## config.mk

```make
export PLATFORM = sky130hd
export DESIGN_NAME = lsb_first_bit_field_reader
export DESIGN_NICKNAME = d
export VERILOG_FILES = /design/src/lfbr_pkg.sv /design/src/lfbr_store.sv /design/src/lsb_first_bit_field_reader.sv
export SDC_FILE = /design/constraint.sdc
export NUM_CORES = 2
export LEC_CHECK = 0
export BUFFER_PORTS_ARGS = -buffer_cell sky130_fd_sc_hd__buf_2
export CAP_MARGIN = 20
export CORE_UTILIZATION = 30
export DETAILED_ROUTE_END_ITERATION = 8
export PLACE_DENSITY = 0.5
export SKIP_LAST_GASP = 1
export SLEW_MARGIN = 20
export SYNTH_ARGS = -nofsm -noshare
export SYNTH_HDL_FRONTEND = slang
export SYNTH_HIERARCHICAL = 1
export SYNTH_SLANG_ARGS = --single-unit
```

## constraint.sdc

```tcl
create_clock -name clk -period 5.4 [get_ports clk]
set_clock_uncertainty 0.2 [all_clocks]
set_input_delay 0.27 -clock clk [delete_from_list [all_inputs] [get_ports clk]]
set_output_delay 0.27 -clock clk [all_outputs]
set_load 0.03 [all_outputs]
```

## src/lfbr_pkg.sv

```systemverilog
// Package of the LSB-first bit field reader: sizes, request and status codes, shared types.
// Used by the byte store, the top level and the checker; it depends on nothing else.
package lfbr_pkg;

	localparam int BUF_BYTES      = 256;
	localparam int MAX_FIELD_BITS = 32;

	localparam int ADDR_W  = $clog2(BUF_BYTES);
	localparam int LEN_W   = $clog2(BUF_BYTES + 1);
	localparam int POS_W   = LEN_W + 3;
	localparam int ROW_W   = ADDR_W - 3;
	localparam int ROWS    = BUF_BYTES / 8;
	localparam int CNT_W   = 6;
	localparam int VALUE_W = 32;
	localparam int OFF_W   = 5;

	typedef enum logic [1:0] {
		REQ_CLEAR  = 2'd0,
		REQ_APPEND = 2'd1,
		REQ_READ   = 2'd2,
		REQ_ALIGN  = 2'd3
	} req_t;

	typedef enum logic [1:0] {
		ST_OK   = 2'd0,
		ST_EOD  = 2'd1,
		ST_FULL = 2'd2
	} status_t;

	typedef enum logic {
		FSM_IDLE,
		FSM_FETCH
	} fsm_t;

	typedef struct packed {
		logic              en;
		logic [ADDR_W-1:0] addr;
		logic [7:0]        data;
	} wr_req_t;

	typedef struct packed {
		logic             en;
		logic [POS_W-1:0] pos;
	} rd_req_t;

endpackage

```

## src/lfbr_store.sv

```systemverilog
// Byte store of the bit field reader: two word banks, even and odd words, byte writable.
// A read fetches the word at a bit position and the word after it. Uses lfbr_pkg.
module lfbr_store (
	input  logic                                clk,
	input  lfbr_pkg::wr_req_t                   wr,
	input  lfbr_pkg::rd_req_t                   rd,
	output logic [lfbr_pkg::VALUE_W-1:0]        window
);

	logic [3:0][7:0] mem_even [lfbr_pkg::ROWS];
	logic [3:0][7:0] mem_odd  [lfbr_pkg::ROWS];

	logic [lfbr_pkg::POS_W-6:0]   rd_word;
	logic [lfbr_pkg::ROW_W-1:0]   rd_row;
	logic [lfbr_pkg::ROW_W-1:0]   rd_row_even;
	logic [lfbr_pkg::ROW_W-1:0]   wr_row;
	logic [31:0]                  even_s1;
	logic [31:0]                  odd_s1;
	logic                         odd_first_s1;
	logic [lfbr_pkg::OFF_W-1:0]   off_s1;
	logic [63:0]                  pair;
	logic [63:0]                  shifted;

	assign rd_word     = rd.pos[lfbr_pkg::POS_W-1:5];
	assign rd_row      = rd_word[lfbr_pkg::ROW_W:1];
	assign rd_row_even = rd_word[0] ? rd_row + 1'b1 : rd_row;
	assign wr_row      = wr.addr[lfbr_pkg::ADDR_W-1:3];

	always_ff @(posedge clk) begin
		if (wr.en && !wr.addr[2]) begin
			mem_even[wr_row][wr.addr[1:0]] <= wr.data;
		end
		if (wr.en && wr.addr[2]) begin
			mem_odd[wr_row][wr.addr[1:0]] <= wr.data;
		end
	end

	always_ff @(posedge clk) begin
		if (rd.en) begin
			even_s1      <= mem_even[rd_row_even];
			odd_s1       <= mem_odd[rd_row];
			odd_first_s1 <= rd_word[0];
			off_s1       <= rd.pos[lfbr_pkg::OFF_W-1:0];
		end
	end

	assign pair    = odd_first_s1 ? {even_s1, odd_s1} : {odd_s1, even_s1};
	assign shifted = pair >> off_s1;
	assign window  = shifted[lfbr_pkg::VALUE_W-1:0];

endmodule

```

## src/lsb_first_bit_field_reader.sv

```systemverilog
// Top level of the LSB-first bit field reader: request decode, length and position, result register.
// Uses lfbr_pkg and the banked byte store lfbr_store.
//
// The slave channel s_* carries one request per transaction: clear, append a byte, read a field
// of 0 to 32 bits or align to the next byte boundary. The master channel m_* returns exactly one
// result per request, in request order, with the field value, a status and the bits remaining.
// Clear, append and align take one cycle: the result is valid in the cycle after acceptance.
// A read issues one word read to each of the two store banks on acceptance; in the fetch state it
// shifts the returned pair into place, masks it and moves the read position if enough bits remain.
// Up to 256 bytes are held; an append beyond that reports buffer full and changes nothing.
// A request is taken only while no read is in flight and the result register is free or being
// emptied in the same cycle, so a stalled receiver holds the result and stops new requests.
// Reset empties the stream and drops any pending result; the store itself is never cleared.
module lsb_first_bit_field_reader (
	input  logic        clk,
	input  logic        arst_n,
	input  logic        s_tvalid,
	output logic        s_tready,
	input  logic [15:0] s_tdata,  // req_type[1:0], byte_in[9:2], bit_count[15:10]
	output logic        m_tvalid,
	input  logic        m_tready,
	output logic [47:0] m_tdata   // field_value[31:0], status[33:32], bits_remaining[45:34]
);

	localparam int POS_W   = lfbr_pkg::POS_W;
	localparam int LEN_W   = lfbr_pkg::LEN_W;
	localparam int CNT_W   = lfbr_pkg::CNT_W;
	localparam int VALUE_W = lfbr_pkg::VALUE_W;

	lfbr_pkg::fsm_t    state_q;
	lfbr_pkg::fsm_t    state_d;
	logic [LEN_W-1:0]  len_q;
	logic [LEN_W-1:0]  len_d;
	logic [POS_W-1:0]  pos_q;
	logic [POS_W-1:0]  pos_d;
	logic              out_valid_q;
	logic [VALUE_W-1:0] out_value_q;
	logic [1:0]        out_status_q;
	logic [POS_W-1:0]  out_rem_q;
	logic              load;
	logic [VALUE_W-1:0] res_value;
	lfbr_pkg::status_t res_status;
	logic [POS_W-1:0]  res_rem;

	logic [CNT_W-1:0]  cnt_s1;
	logic              eod_s1;
	logic [POS_W-1:0]  rem_s1;

	lfbr_pkg::req_t    req;
	logic [7:0]        byte_in;
	logic [CNT_W-1:0]  bit_count;
	logic [CNT_W-1:0]  cnt_sat;
	logic [POS_W-1:0]  rem_now;
	logic [POS_W-1:0]  pos_aligned;
	logic              accept;
	logic              out_free;
	logic [VALUE_W-1:0] window;
	logic [VALUE_W-1:0] mask;
	lfbr_pkg::wr_req_t wr;
	lfbr_pkg::rd_req_t rd;

	assign req       = lfbr_pkg::req_t'(s_tdata[1:0]);
	assign byte_in   = s_tdata[9:2];
	assign bit_count = s_tdata[15:10];
	assign cnt_sat   = (bit_count > CNT_W'(lfbr_pkg::MAX_FIELD_BITS))
	                   ? CNT_W'(lfbr_pkg::MAX_FIELD_BITS) : bit_count;
	assign rem_now   = {len_q, 3'b000} - pos_q;
	assign pos_aligned = (pos_q[2:0] != 3'b000) ? {pos_q[POS_W-1:3] + 1'b1, 3'b000} : pos_q;
	assign out_free  = !out_valid_q || m_tready;
	assign s_tready  = (state_q == lfbr_pkg::FSM_IDLE) && out_free;
	assign accept    = s_tvalid && s_tready;
	assign mask      = (cnt_s1 >= CNT_W'(VALUE_W)) ? '1 : (VALUE_W'(1) << cnt_s1) - 1'b1;

	assign wr.en   = accept && (req == lfbr_pkg::REQ_APPEND) && (len_q < LEN_W'(lfbr_pkg::BUF_BYTES));
	assign wr.addr = len_q[lfbr_pkg::ADDR_W-1:0];
	assign wr.data = byte_in;
	assign rd.en   = accept && (req == lfbr_pkg::REQ_READ);
	assign rd.pos  = pos_q;

	lfbr_store u_store (
		.clk    (clk),
		.wr     (wr),
		.rd     (rd),
		.window (window)
	);

	always_comb begin
		state_d = state_q;
		unique case (state_q)
			lfbr_pkg::FSM_IDLE: begin
				if (rd.en) begin
					state_d = lfbr_pkg::FSM_FETCH;
				end
			end
			lfbr_pkg::FSM_FETCH: begin
				state_d = lfbr_pkg::FSM_IDLE;
			end
			default: begin
				state_d = lfbr_pkg::FSM_IDLE;
			end
		endcase
	end

	always_comb begin
		load       = 1'b0;
		len_d      = len_q;
		pos_d      = pos_q;
		res_value  = '0;
		res_status = lfbr_pkg::ST_OK;
		res_rem    = rem_now;
		unique case (state_q)
			lfbr_pkg::FSM_IDLE: begin
				if (accept) begin
					unique case (req)
						lfbr_pkg::REQ_CLEAR: begin
							load    = 1'b1;
							len_d   = '0;
							pos_d   = '0;
							res_rem = '0;
						end
						lfbr_pkg::REQ_APPEND: begin
							load = 1'b1;
							if (wr.en) begin
								len_d   = len_q + 1'b1;
								res_rem = rem_now + POS_W'(8);
							end else begin
								res_status = lfbr_pkg::ST_FULL;
							end
						end
						lfbr_pkg::REQ_ALIGN: begin
							load    = 1'b1;
							pos_d   = pos_aligned;
							res_rem = {len_q, 3'b000} - pos_aligned;
						end
						lfbr_pkg::REQ_READ: begin
							load = 1'b0;
						end
						default: begin
							load = 1'b0;
						end
					endcase
				end
			end
			lfbr_pkg::FSM_FETCH: begin
				load = 1'b1;
				if (eod_s1) begin
					res_status = lfbr_pkg::ST_EOD;
					res_rem    = rem_s1;
				end else begin
					res_value = window & mask;
					pos_d     = pos_q + POS_W'(cnt_s1);
					res_rem   = rem_s1 - POS_W'(cnt_s1);
				end
			end
			default: begin
				load = 1'b0;
			end
		endcase
	end

	always_ff @(posedge clk or negedge arst_n) begin
		if (!arst_n) begin
			state_q     <= lfbr_pkg::FSM_IDLE;
			len_q       <= '0;
			pos_q       <= '0;
			out_valid_q <= 1'b0;
		end else begin
			state_q <= state_d;
			len_q   <= len_d;
			pos_q   <= pos_d;
			if (load) begin
				out_valid_q <= 1'b1;
			end else if (m_tready) begin
				out_valid_q <= 1'b0;
			end
		end
	end

	always_ff @(posedge clk) begin
		if (rd.en) begin
			cnt_s1 <= cnt_sat;
			eod_s1 <= POS_W'(cnt_sat) > rem_now;
			rem_s1 <= rem_now;
		end
		if (load) begin
			out_value_q  <= res_value;
			out_status_q <= res_status;
			out_rem_q    <= res_rem;
		end
	end

	assign m_tvalid = out_valid_q;
	assign m_tdata  = {2'b00, out_rem_q, out_status_q, out_value_q};

endmodule

```

==> flow_metrics.env <==
export IMPL_firstDrtPassIters=7
export IMPL_drc=0
export IMPL_finalCriticalPeriod_ns=4.177
export IMPL_htree_levels=4
export IMPL_cap_violations=0
export IMPL_synth_fa_ha_area_share_pct=0.6135
export IMPL_ys_async_sr_fraction_pct=1.043
export IMPL_cts_clk_slew_worst_paths_ns=0.06
export IMPL_setup_viol=0
export IMPL_tritoncts="built"
export IMPL_seq_area_frac_synth_pct=71.74
export IMPL_die_w_um=556.3
export IMPL_regArea_sq_um=66150
export IMPL_syn_mean_instance_area_sq_um=18.95
export IMPL_final_cell_mix="edfxtp_1 (2183), mux4_2 (595), nor2_1 (354)"
export IMPL_die_h_um=556.3
export IMPL_io_buffers=67
export IMPL_crit_slowest_cell="or4_1"
export IMPL_setup_tns_ns=0
export IMPL_grt_pass1_vias=48120
export IMPL_ant_nets=0
export IMPL_synthToLayoutAreaGrowth_pct=13.99
export IMPL_final_max_slew_viol_count=0
export IMPL_wl_um=252500
export IMPL_ys_flop_type="edfxtp_1"
export IMPL_hold_viol_final=0
export IMPL_multi_input_area_sq_um=24650
export IMPL_drive_gt1_share_pct=24.43
export IMPL_core_sq_um=305800
export IMPL_fmax_ghz=0.2394
export IMPL_track_usage_pct=16.14
export IMPL_final_common_cell="edfxtp_1"
export IMPL_worstHoldPathType="in -> reg"
export IMPL_worstPathArrival_ns=4.57
export IMPL_fin_cells=9298
export IMPL_ir_drop_mv=0.3344
export IMPL_grt_first_pass_wirelength_um=361000
export IMPL_ys_warn_count=6
export IMPL_slew_limit_headroom_pct=21.56
export IMPL_synth_cells=4864
export IMPL_rsz0062_at_grt="false"
export IMPL_ios=70
export IMPL_synth_seq_cells=2206
export IMPL_avgViaCountPerCell=5.147
export IMPL_initial_utilization_pct=30.14
export IMPL_synth_xor_area_share_pct=0.4466
export IMPL_clock_sinks=2206
export IMPL_clockBufferDepth=3
export IMPL_first_iter_violations=4949
export IMPL_vias=47850
export IMPL_overflow=0
export IMPL_worst_path_buf_inv=1
export IMPL_p_per_area_nw_per_um2=403.7
export IMPL_antenna_found_initial=14
export IMPL_outcome="finished clean"
export IMPL_clockRootBuffer="clkbuf_16"
export IMPL_synthMuxAreaShare_pct=17.75
export IMPL_post_route_period_util_pct=77.35
export IMPL_cts_made_buffers=223
export IMPL_cellLeakagePower_nw=32.11
export IMPL_grt_max_degree=157
export IMPL_critical_path_class="reg -> reg"
export IMPL_synth_edf_count=2183
export IMPL_insertion_delay_ns=0.89
export IMPL_pre_cts_slack_ns=1.287
export IMPL_routedWlPerCell_um=27.16
export IMPL_synth_top_family_by_area="multiplexers"
export IMPL_syn_cell_area_sq_um=92180
export IMPL_hpwl_um=153900
export IMPL_synth_cell_type_count=86
export IMPL_crit_path_frequent_cell="ha_1"
export IMPL_nNetsFinal=5075
export IMPL_critPathMaxFanout=10
export IMPL_routabilityCongestion=0.8695
export IMPL_ctsResizeCount=0
export IMPL_path_cells="inv_1 -> ha_1 -> ha_1 -> or4_1 -> nor2_1 -> xnor2_1 -> ha_1 -> a21o_1 -> a21oi_1 -> nor2b_1 -> a211oi_1 -> xnor2_1 -> nor2_1 -> a2111oi_0 -> a21oi_1"
export IMPL_num_rows=203
export IMPL_crit_family="compound AO/OA/AOI/OAI gates"
export IMPL_synthSimpleGateAreaFrac_pct=3.921
export IMPL_placed_cells=8861
export IMPL_die_area_sq_um=309500
export IMPL_cp_slowest_stage_delay_ns=0.53
export IMPL_fillers=28770
export IMPL_synth_compound_area_share_pct=3.843
export IMPL_start_kind="register"
export IMPL_setup_ws_ns=1.223
export IMPL_worst_pin_slew_ns=1.168
export IMPL_endpoint_kind="register"
export IMPL_crit_required_ns=5.79
-- state kept, by name (all words and copies together), names as in the netlist --
register              count
cnt_s1                    6
eod_s1                    1
len_q                     9
m_tvalid                  1
out_rem_q                12
out_status_q              2
out_value_q              32
pos_q                    12
rem_s1                   12
state_q                   1
u_store/even_s1          32
u_store/mem_even       1024
u_store/mem_odd        1024
u_store/odd_first_s1      1
u_store/odd_s1           32
u_store/off_s1            5
-- per-stage QoR --
| step | hold WS [ns] | power, mW | util, % | instance area (sq um) |
|---|---|---|---|---|
| floorplan | -0.2256 | 25.02 | - | 92190 |
| global placement | 0.1086 | 27.80 | 31.96 | 97730 |
| detailed placement | 0.1154 | 27.83 | 31.96 | 97730 |
| CTS | 0.01242 | 42.89 | 34.35 | 105100 |
| global route | 0.08708 | 43.97 | 34.36 | 105100 |
| finish | 0.09486 | 42.43 | 34.36 | 105100 |
-- report_power, final --
part / total [mW] / leakage (nW) / internal (mW) / switching, mW
Clock: 15.0 / 3.43 / 8.42 / 6.59
Sequential: 19.4 / 20.0 / 19.1 / 0.332
Combinational: 7.98 / 8.72 / 3.41 / 4.57
Total: 42.4 / 32.1 / 30.9 / 11.5
-- kinds of logic after synthesis --
| family | count (synthesis) |
|---|---|
| muxes | 875 |
| buffers and inverters | 344 |
| xor gates and xnor gates | 47 |
| AOI/OAI and AO/OA | 506 |
| DFF | 2206 |
| other | 1 |
| adders and majority gates | 44 |
| and+or+nand+nor | 841 |
-- timing repair --
| item | in CTS | in global routing |
|---|---|---|
| hold buffers | 24 | 0 |
| buffers inserted | 0 | 0 |
| endpoints found under the hold margin | 953 | 0 |
-- cell usage after synthesis (all sizes together) (25+ instances only) --
cell type	instances	share of area, %
a21oi	72	0.39
a22oi	72	0.59
a32oi	33	0.31
buf	131	0.82
clkbuf	165	0.67
edfxtp	2183	71
ha	42	0.57
inv	46	0.19
mux2	109	1.3
mux2i	170	1.8
mux4	596	15
nand2	302	1.2
nand3	30	0.16
nor2	356	1.4
nor2b	26	0.18
o2111ai	32	0.30
o21ai	128	0.69
o31a	31	0.29
xnor2	25	0.24
-- worst min-delay path: stages --
cell and delay (ns):
dlygate4sd3_1 0.52, buf_2 0.10, nand2b_1 0.09, inv_1 0.07
-- worst paths after layout --
path | from | cells past startpoint | slack (ns) | to
min | s_tdata[10] | 4 | 0.09 | cnt_s1[0]
max reg2reg | pos_q[0] | 15 | 1.22 | out_rem_q[11]
min reg2reg | pos_q[11] | 1 | 0.32 | pos_q[11]
max in group asynchronous | arst_n | 4 | 4.59 | pos_q[10]
min in group asynchronous | arst_n | 4 | 0.21 | m_tvalid
max | pos_q[0] | 15 | 1.22 | out_rem_q[11]
-- per-layer routing --
metal	wire, um	part of all wire, %	track usage, %	vias up
met3	15760	6.2	2.598	281
met4	6014	2.4	4.355	0
met2	117800	47	25.34	1541
met5	0	0	0	-
li1	-	-	-	20260
met1	113000	45	23.16	25780
-- area by class of cell --
type	instances	share of cell area, %
Antenna cell	7	0.01667
Timing Repair Buffer	217	1.796
Clock inverter	144	1.253
Multi-Input combinational cell	2315	23.46
Clock buffer	261	5.476
Tap cell	4100	4.882
Sequential cell	2206	62.95
Inverter	48	0.1715
No activity file was read; power rests on OpenSTA's default activity.
